File: config.mk
export PLATFORM = sky130hd
export DESIGN_NAME = trdr_div
export DESIGN_NICKNAME = d
export VERILOG_FILES = /design/src/rtl/trdr_pkg.sv /design/src/rtl/trdr_div.sv
export SDC_FILE = /design/constraint.sdc
export NUM_CORES = 1
export LEC_CHECK = 0
export BUFFER_PORTS_ARGS = -buffer_cell sky130_fd_sc_hd__clkbuf_2
export CAP_MARGIN = 25
export CORE_UTILIZATION = 63
export CTS_CLUSTER_SIZE = 24
export DETAILED_ROUTE_END_ITERATION = 12
export PLACE_DENSITY = 0.95
export SETUP_SLACK_MARGIN = 0.3
export SLEW_MARGIN = 20
export SYNTH_ARGS = -nofsm -noshare
export SYNTH_HDL_FRONTEND = slang
export SYNTH_SLANG_ARGS = --single-unit
File: constraint.sdc
create_clock -name clk -period 6.6 [get_ports clk]
set_input_delay 0.33 -clock clk [delete_from_list [all_inputs] [get_ports clk]]
set_output_delay 0.33 -clock clk [all_outputs]
set_load 0.03 [all_outputs]
File: src/rtl/trdr_pkg.sv
// Shared constants, action codes and types of the triangle depth rasterizer.
package trdr_pkg;

  localparam int SCREEN_W = 512;
  localparam int SCREEN_H = 512;
  localparam int X_W      = $clog2(SCREEN_W);
  localparam int Y_W      = $clog2(SCREEN_H);
  localparam int DEPTH    = SCREEN_W * SCREEN_H;
  localparam int ADDR_W   = $clog2(DEPTH);

  // coordinate differences, edge values, multiplier operands
  localparam int DW    = 18;
  localparam int WW    = 37;
  localparam int MA_W  = 19;
  localparam int MB_W  = 33;
  localparam int P_W   = MA_W + MB_W;
  localparam int NUM_W = 64;
  localparam int LO_W  = MA_W - 1;
  localparam int DIV_ITERS = NUM_W;
  localparam int DCNT_W    = $clog2(DIV_ITERS);

  localparam logic signed [31:0] Z_MAX = 32'sh7fffffff;
  localparam logic signed [31:0] Z_MIN = 32'sh80000000;

  localparam logic [1:0] ACT_DRAW  = 2'd0;
  localparam logic [1:0] ACT_READ  = 2'd1;
  localparam logic [1:0] ACT_CLEAR = 2'd2;
  localparam logic [1:0] ACT_NONE  = 2'd3;

  typedef struct packed {
    logic busy;
    logic done;
  } div_stat_t;

endpackage

File: src/rtl/trdr_div.sv
// Bit-serial signed divider with truncation and clamp to a 32-bit depth.
module trdr_div (
  input  logic                             clk,
  input  logic                             rst_n,
  input  logic                             start,
  input  logic signed [trdr_pkg::NUM_W-1:0] num,
  input  logic signed [trdr_pkg::WW-1:0]   den,
  output trdr_pkg::div_stat_t              stat,
  output logic signed [31:0]               z
);

  logic [trdr_pkg::NUM_W-1:0]  q_r;
  logic [trdr_pkg::WW-1:0]     rem_r;
  logic [trdr_pkg::WW-1:0]     dmag_r;
  logic                        neg_r;
  logic                        run_r;
  logic                        done_r;
  logic [trdr_pkg::DCNT_W-1:0] cnt_r;
  logic [trdr_pkg::WW:0]       trial;
  logic [trdr_pkg::WW:0]       diff;
  logic                        ge;

  assign trial = {rem_r, q_r[trdr_pkg::NUM_W-1]};
  assign diff  = trial - {1'b0, dmag_r};
  assign ge    = trial >= {1'b0, dmag_r};

  always_ff @(posedge clk) begin
    if (!rst_n) begin
      run_r  <= 1'b0;
      done_r <= 1'b0;
      cnt_r  <= '0;
    end else begin
      done_r <= 1'b0;
      if (start) begin
        q_r    <= num[trdr_pkg::NUM_W-1] ? -num : num;
        dmag_r <= den[trdr_pkg::WW-1] ? -den : den;
        neg_r  <= num[trdr_pkg::NUM_W-1] ^ den[trdr_pkg::WW-1];
        rem_r  <= '0;
        cnt_r  <= '0;
        run_r  <= 1'b1;
      end else if (run_r) begin
        rem_r <= ge ? diff[trdr_pkg::WW-1:0] : trial[trdr_pkg::WW-1:0];
        q_r   <= {q_r[trdr_pkg::NUM_W-2:0], ge};
        cnt_r <= cnt_r + 1'b1;
        if (cnt_r == trdr_pkg::DCNT_W'(trdr_pkg::DIV_ITERS - 1)) begin
          run_r  <= 1'b0;
          done_r <= 1'b1;
        end
      end
    end
  end

  always_comb begin
    if (neg_r) begin
      if (|q_r[trdr_pkg::NUM_W-1:32] || (q_r[31] && |q_r[30:0])) z = trdr_pkg::Z_MIN;
      else z = -$signed(q_r[31:0]);
    end else begin
      if (|q_r[trdr_pkg::NUM_W-1:31]) z = trdr_pkg::Z_MAX;
      else z = $signed(q_r[31:0]);
    end
  end

  assign stat = {run_r, done_r};

endmodule

---- Yosys cells after proc, flatten, opt, wreduce, memory -nomap -nowiden ----
Index checks and enable logic that the tools add are counted.
operators by class
  add/sub/neg operators ................... 5
  $lt $le $gt $ge ......................... 1
  equality and inequality tests ........... 1
  muxes and demuxes ....................... 13
  bitwise gates (word level) .............. 3
  reduce and logical (&&, ||, !) cells .... 10
operators by type and width
  cell                   number
  $mux W64               3
  $mux W32               3
  $mux W37               2
  $neg A64 Y64           1
  $ge A38 B37 Y1         1
  $neg A37 Y37           1
  $sub A37 B37 Y37       1
  $mux W36               1
  $reduce_or A33 Y1      1
  $neg A32 Y32           1
  $reduce_or A32 Y1      1
  $reduce_or A31 Y1      1
  $add A6 B1 Y6 const B  1
  $eq A6 B6 Y1 const B   1
  $mux W1                4
  $reduce_and A2 Y1      2
  $reduce_or A3 Y1       1
  $not A1 Y1             2
  $reduce_bool A2 Y1     1
  $reduce_or A2 Y1       1
  $logic_and A1 B1 Y1    1
  $logic_or A1 B1 Y1     1
  $xor A1 B1 Y1          1
word-level totals
  register bits after elaboration ......... 147
  input port bits ......................... 104
  output and inout port bits .............. 34
  logic and storage cells ................. 41

---- Logic depth before layout (Yosys ltp) ----
Gate-level depths: netlist of the first run.
  depth after elaboration ................. 5
  gate-level depth with buffers ........... 16
  mapped depth without buffers ............ 14

---- Least setup slack after synthesis of the first run ----
No wires, ideal clock.
  path kind ............................... register -> output
  start point ............................. register q_r[15] (netlist bit)
  end point ............................... output z[12]
  arrival ................................. 4055 ps
  slack ................................... 2215 ps
  cell stages (with the launch flop) ...... 11
  path buffers ............................ 1
  cells stage by stage .................... edfxtp_1 -> or3_1 -> or4_1 -> or3_1 -> nor4_2 -> a21bo_2 -> nand2_1 -> inv_1 -> nand2_1 -> clkbuf_1 -> o311ai_0
between the ends
  longest elaborated chain between the ends .. 5
ends and longest elaborated chain
  element                 line            source
  from (decl)             trdr_div.sv:12  logic [trdr_pkg::NUM_W-1:0] q_r;
  from (signal assigned)  trdr_div.sv:35  q_r <= num[trdr_pkg::NUM_W-1] ? -num : num;
  from (signal assigned)  trdr_div.sv:43  q_r <= {q_r[trdr_pkg::NUM_W-2:0], ge};
  $reduce_or A31 Y1       trdr_div.sv:55  if (|q_r[trdr_pkg::NUM_W-1:32] || (q_r[31] && |q_r[30:0])) z = trdr_pkg::Z_MIN;
  $logic_and A1 B1 Y1     trdr_div.sv:55
  $logic_or A1 B1 Y1      trdr_div.sv:55
  $mux W32                trdr_div.sv:55
  $mux W32                trdr_div.sv:54  if (neg_r) begin
  to (decl)               trdr_div.sv:9   output logic signed [31:0] z
Every way passes these cells.

---- Worst setup path after layout of the first run ----
  start point ............................. register q_r[14] (netlist bit)
  end point ............................... output z[24]
between the ends
  longest elaborated chain between the ends .. 5
  elaborated cells between the ends (all ways) .. 6
  those cells by class .................... 1 x add/sub; 2 x mux; 3 x reduce/logical
ends and longest elaborated chain
  element                                                               line
  parallel branches: the longest is 3 deep, another holds $neg A32 Y32  --
  $mux W32 *                                                            trdr_div.sv:55
  $mux W32 *                                                            trdr_div.sv:54
Mark *: on every way between the ends.

==> results of run 1 <==
kinds of logic after synthesis:
kind of cell,count (synthesis)
and+or+nand+nor,403
AOI/OAI and AO/OA,330
DFF,147
xor gates and xnor gates,134
buffers and inverters,119
adders and majority gates,42
muxes,28
placed cells by master, fill, tap and decap left out, drive strengths merged, types with 16 or more instances in the layout:
cell type  instances
nand3             20
o21ai             86
clkbuf           164
a21o              19
or3               32
ha                41
o41ai             18
o311ai            28
or4               21
nor2             123
edfxtp           139
nand2             95
nor4              21
xor2              75
a21oi            106
xnor2             59
a211oi            16
mux2i             22
inv               62
nor3              22
o31ai             24
where the power goes:
group | internal, mW | switching, mW
clock | 0.613 | 0.387
combinational | 0.311 | 0.493
sequential | 1.13 | 0.0536
layout make-up:
cell class	instances	share of cell area, %
repair buffers	143	5.96
flip-flops and latches	147	35.2
multi-input cells	937	49.7
clock buffers	28	4.81
well taps	220	2.24
clock inverters	4	0.213
inverters	61	1.87
layer usage:
| metal | GRT usage [%] | vias to the layer above |
|---|---|---|
| met2 | 54.1 | 548 |
| li1 | - | 4681 |
| met3 | 6.51 | 110 |
| met1 | 40.2 | 4642 |
| met5 | 0 | - |
| met4 | 15.7 | 0 |
flip-flops by register name, summed over array words and instances (netlist names):
signal  cells
cnt_r       6
rem_r      37
dmag_r     37
run_r       1
neg_r       1
done_r      1
q_r        64
worst max-delay path: stages (launching register included):
cell and delay [ns]:
edfxtp_1 0.49, or3_1 0.40, or4_1 0.50, or3_1 0.41, nor4_2 0.45, a21bo_2 0.27, nand2_1 0.31, inv_1 0.29
nand2_1 0.47, o311ai_0 0.60, clkbuf_2 0.29
per-stage QoR:
| step | hold slack, ns | util (%) | area, µm² | setup WS (ns) |
|---|---|---|---|---|
| 6_report | 0.134 | 73.4 | 12300 | 1.35 |
| 5_1_grt | 0.137 | 73.4 | 12300 | 0.958 |
| 4_1_cts | 0.127 | 73.4 | 12300 | 1.39 |
| 3_5_place_dp | 0.498 | 69.8 | 11700 | 1.86 |
| 3_3_place_gp | 0.472 | 69.8 | 11700 | 2.13 |
| 2_1_floorplan | 0.429 | - | 10900 | 2.21 |
how the worst min path moves through the flow:
stage	to	slack [ns]	cells after the start
finish	dmag_r[0]$_DFFE_PP_	0.13	1
floorplan	dmag_r[0]$_DFFE_PP_	0.43	0
global placement	cnt_r[5]$_SDFFE_PP0P_	0.47	2
detailed placement	cnt_r[5]$_SDFFE_PP0P_	0.50	2
global route	dmag_r[0]$_DFFE_PP_	0.14	1
CTS	dmag_r[0]$_DFFE_PP_	0.13	1
==> reports/metrics.yaml, run 1 <==
status: "completed"
drt_pass1_iterations: 5
layout-drive-gt1-share_pct: 15.9
total_power_mw: 2.99
hold_viol: 0
setup_viol: 0
cts-buffers-inserted: 17
avgViaCountPerCell: 6.48
synth_area_um2: 10900
cts_setup_buffers: 0
drtAntennaViolNets: 0
final_cell_count_no_fill: 1540
slew_headroom_pct: 39.9
area_growth_pct: 12.9
synthTopCellsByCount: "edfxtp_1, nor2_1, a21oi_1"
synthCells: 1203
synth.avg_cell_area_um2: 9.06
critPathKind: "reg -> out"
worst_pin_slew_ns: 0.893
start_util_pct: 65.1
power_density_nw_per_um2: 243
ys_seq_area_share_pct: 39.7
antenna_found_initial: 1
synth.mux.area_fraction_pct: 2.64
reg2reg_depth: 15
hold_start: "den[0]"
netlist_top_cells_area: "edfxtp_1, xor2_1, a21oi_1, xnor2_1, ha_1"
drt_iter0_drc: 1015
synth_top_family_by_area: "compound AO/OA/AOI/OAI gates"
r2r_setup_slack_ns: 2.28
io_pins: 138
crit_path_start_kind: "flop"
die-height_um: 134
drc: 0
async_reset_ff_share_pct: 0
cp.required_ns: 6.27
yosys_warnings: 0
wl_met2_um: 13700
synth_compound_area_share_pct: 19.1
crit_fanout: 26
drt-met1-wl_um: 11300
register_area_um2: 4330
r2r_start: "q_r[63]$_DFFE_PP_"
grt_remaining_overflow: 0
ys_ff_latch: 147
ctsResizeCount: 0
nFillCells: 1101
groute.usage.overall_pct: 32.4
grt_max_degree: 89
synth_enable_flop_cells: 139
diodes: 0
top_layer_used: "met4"
synth-simple-area-share_pct: 18.6
r2r_end: "rem_r[4]$_SDFFCE_PP0P_"
maxSlewViolCount: 0
worstPathArrival_ns: 4.92
cts_hold_buf: 0
cts_htree_levels: 4
clock_skew_ns: 0.00794
synthFlopType: "edfxtp_1"
grt_pass1_vias: 9653
syn-num-nets: 1349
clock-sinks: 147
clk_pin_slew_ns: 0.06
layout_min_cycle_time_ns: 5.25
crit_end: "z[24]"
synth_xor_area_share_pct: 10.8
tns_ns: 0
clk_latency_ns: 0.43
leakage_nw: 4.81
routedWlPerCell_um: 18.4
die-width_um: 134
multiInputGateArea_um2: 6120
yosysTopAreaCellShare_pct: 38.3
dp_hpwl_um: 20000
cts_buffer_depth: 2
gp_routability_congestion: 1.00
dieArea_um2: 17800
max_freq_mhz: 191
rows: 47
fin_nets: 1453
yosysUniqueCellTypes: 69
wl_met3_um: 2200
finalCritPeriodShare_pct: 79.5
grt_pass1_wl_um: 46000
vias: 9981
port_buffers: 137
cts-root-buf: "clkbuf_16"
dp_cells: 1508
core_area_um2: 16800
synth_largest_area_cell: "edfxtp_1"
synth_fa_ha_area_share_pct: 4.89
yosysMostFrequentCell: "edfxtp_1"
rsz0062_at_grt: "false"
startpoint: "q_r[14]$_DFFE_PP_"
end_kind: "output port"
drv_cap: 0
hp-class: "in -> reg"
tritoncts: "built"
totalWireLength_um: 28300
ir_drop_uv: 220
Power figures use the tool's default switching activity.
==> run 2: changes to the inputs <==
Settings changed: CORE_UTILIZATION 63 to 54, PLACE_DENSITY 0.95 to 0.89.
Clock period 6.6 ns to 4.5 ns, I/O delays scaled along.
==> run 2 against run 1 <==
Against the previous run:
- sequential share of layout area shrank 0.53 points
- critical path depth grew 1
- routed wire length shrank 8.3%
- cell count grew 3.4%
- sequential power grew 47%
- clock power grew 43%
- non-clock buffer count grew 8
- register-to-register slack lost 1.7 ns
- combinational power grew 46%
- hold slack lost 0.073 ns
- highest routed layer unchanged
==> reports/metrics.yaml, run 2 (synthesis results as in run 1) <==
status: "completed"
die-height_um: 144  # +7.9%
ir_drop_uv: 285  # +29%
leakage_nw: 4.85  # +0.80%
cts_buffer_depth: 2  # unchanged
hold_viol: 0  # unchanged
layout-drive-gt1-share_pct: 17.1  # +1.2 points
crit_fanout: 18  # -31%
tritoncts: "built"
io_pins: 138  # unchanged
slew_headroom_pct: 41.2  # +1.2 points
dieArea_um2: 20800  # +16%
clk_pin_slew_ns: 0.06  # about the same
finalCritPeriodShare_pct: 90.7
rows: 51  # +8.5%
cpMaxStageDelayCell: "edfxtp_1"
drv_cap: 0  # unchanged
routedWlPerCell_um: 16.3  # -11%
cts_hold_buf: 0  # unchanged
fin_nets: 1461  # +0.55%
layout_common_cells: "edfxtp_1, clkbuf_2, nor2_1"
crit_family: "simple AND/OR/NAND/NOR gates"
cts-buffers-inserted: 17  # unchanged
grt_pass1_vias: 8931  # -7.5%
antenna_found_initial: 0  # -1
end_kind: "output port"
cts-root-buf: "clkbuf_16"
gp_routability_congestion: 0.944  # -5.8%
crit_path_start_kind: "flop"
grt_max_degree: 98  # +10%
clk_latency_ns: 0.43  # about the same
cp_cell_sequence: "or3_1 > or4_4 > or3_4 > nor4_4 > a21bo_2 > nand2_1 > inv_2 > nand2_2 > buf_6 > o311ai_1 > clkbuf_2"
tns_ns: 0  # unchanged
crit_buf_inv: 3  # +1
dp_hpwl_um: 19000  # -5.3%
largest_reg_flops: 64  # unchanged
worst_pin_slew_ns: 0.883  # -0.0106 ns
drt_iter0_drc: 746  # -27%
vias: 9706  # -2.8%
diodes: 0  # unchanged
cp.required_ns: 4.28  # -1.99 ns
worstPathArrival_ns: 3.86  # -1.06 ns
largest_register: "q_r"
cts_htree_levels: 4  # unchanged
grt_remaining_overflow: 0  # unchanged
clock_skew_ns: 0.00978  # +0.00184 ns
totalWireLength_um: 26000  # -8.3%
clock-sinks: 147  # unchanged
max_freq_mhz: 245
grt_pass1_wl_um: 42000  # -8.6%
port_buffers: 137  # unchanged
maxSlewViolCount: 0  # unchanged
top_regs: "q_r x64, dmag_r x37, rem_r x37"
die-width_um: 144  # +7.9%
layout_commonest_cell: "edfxtp_1"
start_util_pct: 55.5  # -9.6 points
power_density_nw_per_um2: 347  # +43%
area_growth_pct: 14.6
critPathKind: "reg -> out"
rsz0062_at_grt: "false"
core_area_um2: 19700  # +17%
drc: 0  # unchanged
groute.usage.overall_pct: 25.5  # -6.8 points
layout_min_cycle_time_ns: 4.08
total_power_mw: 4.34  # +45%
setup_viol: 0  # unchanged
drtAntennaViolNets: 0  # unchanged
max_stage_delay_ns: 0.47  # -0.13 ns
avgViaCountPerCell: 6.09  # -6.0%
hp-class: "in -> reg"
drt_pass1_iterations: 6  # +1
-- run 2: changes by cell type in the layout (fill, tap and decap cells not counted), sizes merged --
cell | previous run | this run
buf | 7 | 26
bufinv | 0 | 3
clkbuf | 164 | 144
clkinv | 3 | 5
clkinvlp | 0 | 5
inv | 62 | 61
-- run 2: power breakdown --
part	internal, mW	switching, mW
clock	0.870	0.557
combinational	0.472	0.697
sequential	1.66	0.0838
-- run 2: final timing paths --
kind	start	end	slack, ns	cells after the start
hold / removal	den[0]	dmag_r[0]$_DFFE_PP_	0.06	1
hold reg to reg	cnt_r[5]$_SDFFE_PP0P_	cnt_r[5]$_SDFFE_PP0P_	0.50	2
setup reg to reg	q_r[63]$_DFFE_PP_	rem_r[1]$_SDFFCE_PP0P_	0.58	14
setup / recovery	q_r[15]$_DFFE_PP_	z[25]	0.42	11
-- run 2: final cells by class --
class | instances | area [µm²]
fill | 1591 | 7160
multi-input combinational | 937 | 6160
sequential | 147 | 4330
timing repair buffer | 151 | 852
clock buffer | 19 | 433
tap | 265 | 332
inverter | 61 | 230
clock inverter | 13 | 160
-- run 2: through the flow --
stage	hold WS, ns	setup WS [ns]	cell area (µm²)	util, %	std cells
after floorplan	0.324	0.220	10900	-	1203
after global placement	0.469	0.615	11800	59.9	1555
after detailed placement	0.481	0.452	11800	60.1	1556
after CTS	0.0349	0.287	12400	63.1	1588
after global routing	0.0455	0.293	12500	63.6	1593
final	0.0612	0.419	12500	63.6	1593
-- run 2: timing repair --
action | 4_1_cts | 5_1_grt
buffers inserted | 0 | 5
hold endpoints to repair | 0 | 0
resized for setup | 4 | 31
pin swaps | 0 | 0
endpoints found under the setup margin | 15 | 48
-- run 2: routing by layer --
metal  GRT usage (%)  vias to the layer above  share of wire, %
li1                -                     4693                 -
met1            32.9                     4497                43
met2            42.1                      445                47
met3            4.21                       71               6.8
met4            11.4                        0               3.1
met5               0                        -                 0
==> run 3: changes to the inputs <==
Settings changed: BUFFER_PORTS_ARGS -buffer_cell sky130_fd_sc_hd__clkbuf_2 to -buffer_cell sky130_fd_sc_hd__buf_2, SETUP_SLACK_MARGIN 0.3 to not set.
==> run 3 against run 2 <==
Against the previous run:
- clock-buffer cell count did not move
- non-clock buffer count shrank 5
- die area is the same
- clock skew down 0.00075 ns
- fmax shrank 5.6%
- core utilization shrank 0.43 points
- largest power group unchanged
- highest routed layer unchanged
==> reports/metrics.yaml, run 3 (synthesis results as in run 1) <==
cts_buffer_depth: 2  # unchanged
finalCritPeriodShare_pct: 96.1  # +5.4 points
cts-buffers-inserted: 17  # unchanged
clock-sinks: 147  # unchanged
groute.usage.overall_pct: 26.1  # +0.52 points
hp-class: "in -> reg"
critPathKind: "reg -> out"
clk_latency_ns: 0.43  # about the same
drv_cap: 0  # unchanged
r2r_setup_slack_ns: 0.35  # -0.23 ns
multiInputGateArea_um2: 6130  # -0.37%
routedWlPerCell_um: 16.7  # +2.6%
drc: 0  # unchanged
core_area_um2: 19700  # unchanged
totalWireLength_um: 26600  # +2.4%
io_pins: 138  # unchanged
r2r_end: "rem_r[3]$_SDFFCE_PP0P_"
largest_register: "q_r"
power_density_nw_per_um2: 352  # +1.5%
worstPathArrival_ns: 4.10  # +0.24 ns
cp_common_cell: "or3_1"
clk_pin_slew_ns: 0.06  # about the same
grt_pass1_wl_um: 42700  # +1.7%
avgViaCountPerCell: 6.11  # +0.34%
register_area_um2: 4330  # unchanged
total_power_mw: 4.37  # +0.86%
antenna_found_initial: 2  # +2
area_growth_pct: 13.8
vias: 9721  # +0.15%
max_freq_mhz: 231  # -5.6%
status: "completed"
gp_routability_congestion: 0.939  # -0.52%
clock_skew_ns: 0.00903  # -0.000749 ns
layout_min_cycle_time_ns: 4.33  # +0.244 ns
crit_end: "z[13]"
r2r_start: "q_r[63]$_DFFE_PP_"
hold_slack_ns: 0.0117  # -0.0495 ns
cp_cell_sequence: "or3_1 > or4_1 > or3_1 > nor4_4 > a21bo_2 > nand2_1 > inv_1 > nand2_4 > o311ai_0 > buf_2"
reg2reg_depth: 15  # +1
dp_cells: 1555  # -0.064%
post-place-ws_ns: 0.304  # -0.148 ns
worst_pin_slew_ns: 0.776  # -0.107 ns
cts-root-buf: "clkbuf_16"
end_kind: "output port"
top_regs: "q_r x64, dmag_r x37, rem_r x37"
crit_path_start_kind: "flop"
max_stage_delay_ns: 0.50  # +0.03 ns
fin_nets: 1456  # -0.34%
layout-drive-gt1-share_pct: 16.3  # -0.84 points
grt_max_degree: 72  # -27%
grt_remaining_overflow: 0  # unchanged
slew_headroom_pct: 47.8  # +6.7 points
layout_setup_ws_ns: 0.175  # -0.244 ns
cpMaxStageDelayCell: "edfxtp_1"
setup_viol: 0  # unchanged
die-height_um: 144  # unchanged
start_util_pct: 55.5  # unchanged
hold_viol: 0  # unchanged
cts_setup_buffers: 0  # unchanged
cts_htree_levels: 4  # unchanged
layout_commonest_cell: "edfxtp_1"
final_cell_count_no_fill: 1590  # -0.19%
drt_pass1_iterations: 5  # -1
drt_iter0_drc: 966  # +29%
rows: 51  # unchanged
layout_common_cells: "edfxtp_1, buf_2, nor2_1"
grt_pass1_vias: 9022  # +1.0%
nFillCells: 1603  # +0.75%
dieArea_um2: 20800  # unchanged
die-width_um: 144  # unchanged
maxSlewViolCount: 0  # unchanged
crit_fanout: 26  # +8
startpoint: "q_r[14]$_DFFE_PP_"
drtAntennaViolNets: 0  # unchanged
cp.required_ns: 4.28  # about the same
cts_hold_buf: 0  # unchanged
dp_hpwl_um: 19400  # +2.1%
ir_drop_uv: 281  # -1.5%
largest_reg_flops: 64  # unchanged
port_buffers: 137  # unchanged
tritoncts: "built"
leakage_nw: 4.79  # -1.2%
-- run 3: how the worst min path moves through the flow --
| stage | start | end | slack, ns | cells after the start |
|---|---|---|---|---|
| after floorplan | den[0] | dmag_r[0]$_DFFE_PP_ | 0.32 | 0 |
| final | den[0] | dmag_r[0]$_DFFE_PP_ | 0.01 | 1 |
| after detailed placement | den[0] | dmag_r[0]$_DFFE_PP_ | 0.44 | 1 |
| after CTS | den[0] | dmag_r[0]$_DFFE_PP_ | 0.003 | 1 |
| after global routing | den[0] | dmag_r[0]$_DFFE_PP_ | 0.01 | 1 |
| after global placement | den[0] | dmag_r[0]$_DFFE_PP_ | 0.44 | 1 |
-- run 3: critical path, delay by kind of cell (launching register included) --
family	cells	cell delay (ns)
flip-flops	1	0.50
buffers and inverters	2	0.50
AO/OA/AOI/OAI	2	0.72
AND/OR/NAND/NOR	6	1.95
-- run 3: timing repair --
item / in CTS / in global routing
setup endpoints to repair: 26 / 26
gates resized for setup: 1 / 13
endpoints found under the hold margin: 0 / 0
cloned: 0 / 0
-- run 3: routing by layer --
layer | part of all wire [%] | global-route usage (%) | vias to the layer above
li1 | - | - | 4670
met4 | 3.3 | 12.4 | 0
met2 | 48 | 43.4 | 440
met3 | 6.8 | 4.01 | 75
met5 | 0 | 0 | -
met1 | 42 | 33.2 | 4536
-- run 3: report_power, final --
part	leakage [nW]	total, mW	switching [mW]	internal [mW]
clock	0.287	1.47	0.583	0.883
combinational	3.12	1.17	0.706	0.463
sequential	1.38	1.74	0.0832	1.65
total	4.79	4.37	1.37	3.00
-- run 3: layout make-up --
class | instances | area share [%]
antenna | 2 | 0.0403
sequential | 147 | 34.9
clock inverter | 13 | 1.39
inverter | 61 | 1.85
clock buffer | 19 | 3.49
timing repair buffer | 146 | 6.23
tap | 265 | 2.67
multi-input combinational | 937 | 49.4
-- run 3: per-stage QoR --
| stage | setup TNS (ns) | utilization (%) | instance area (µm²) |
|---|---|---|---|
| after floorplan | 0 | - | 10900 |
| after global placement | 0 | 59.8 | 11800 |
| after detailed placement | 0 | 59.8 | 11800 |
| after CTS | 0 | 62.9 | 12400 |
| after global routing | -0.000232 | 63.2 | 12400 |
| final | 0 | 63.2 | 12400 |
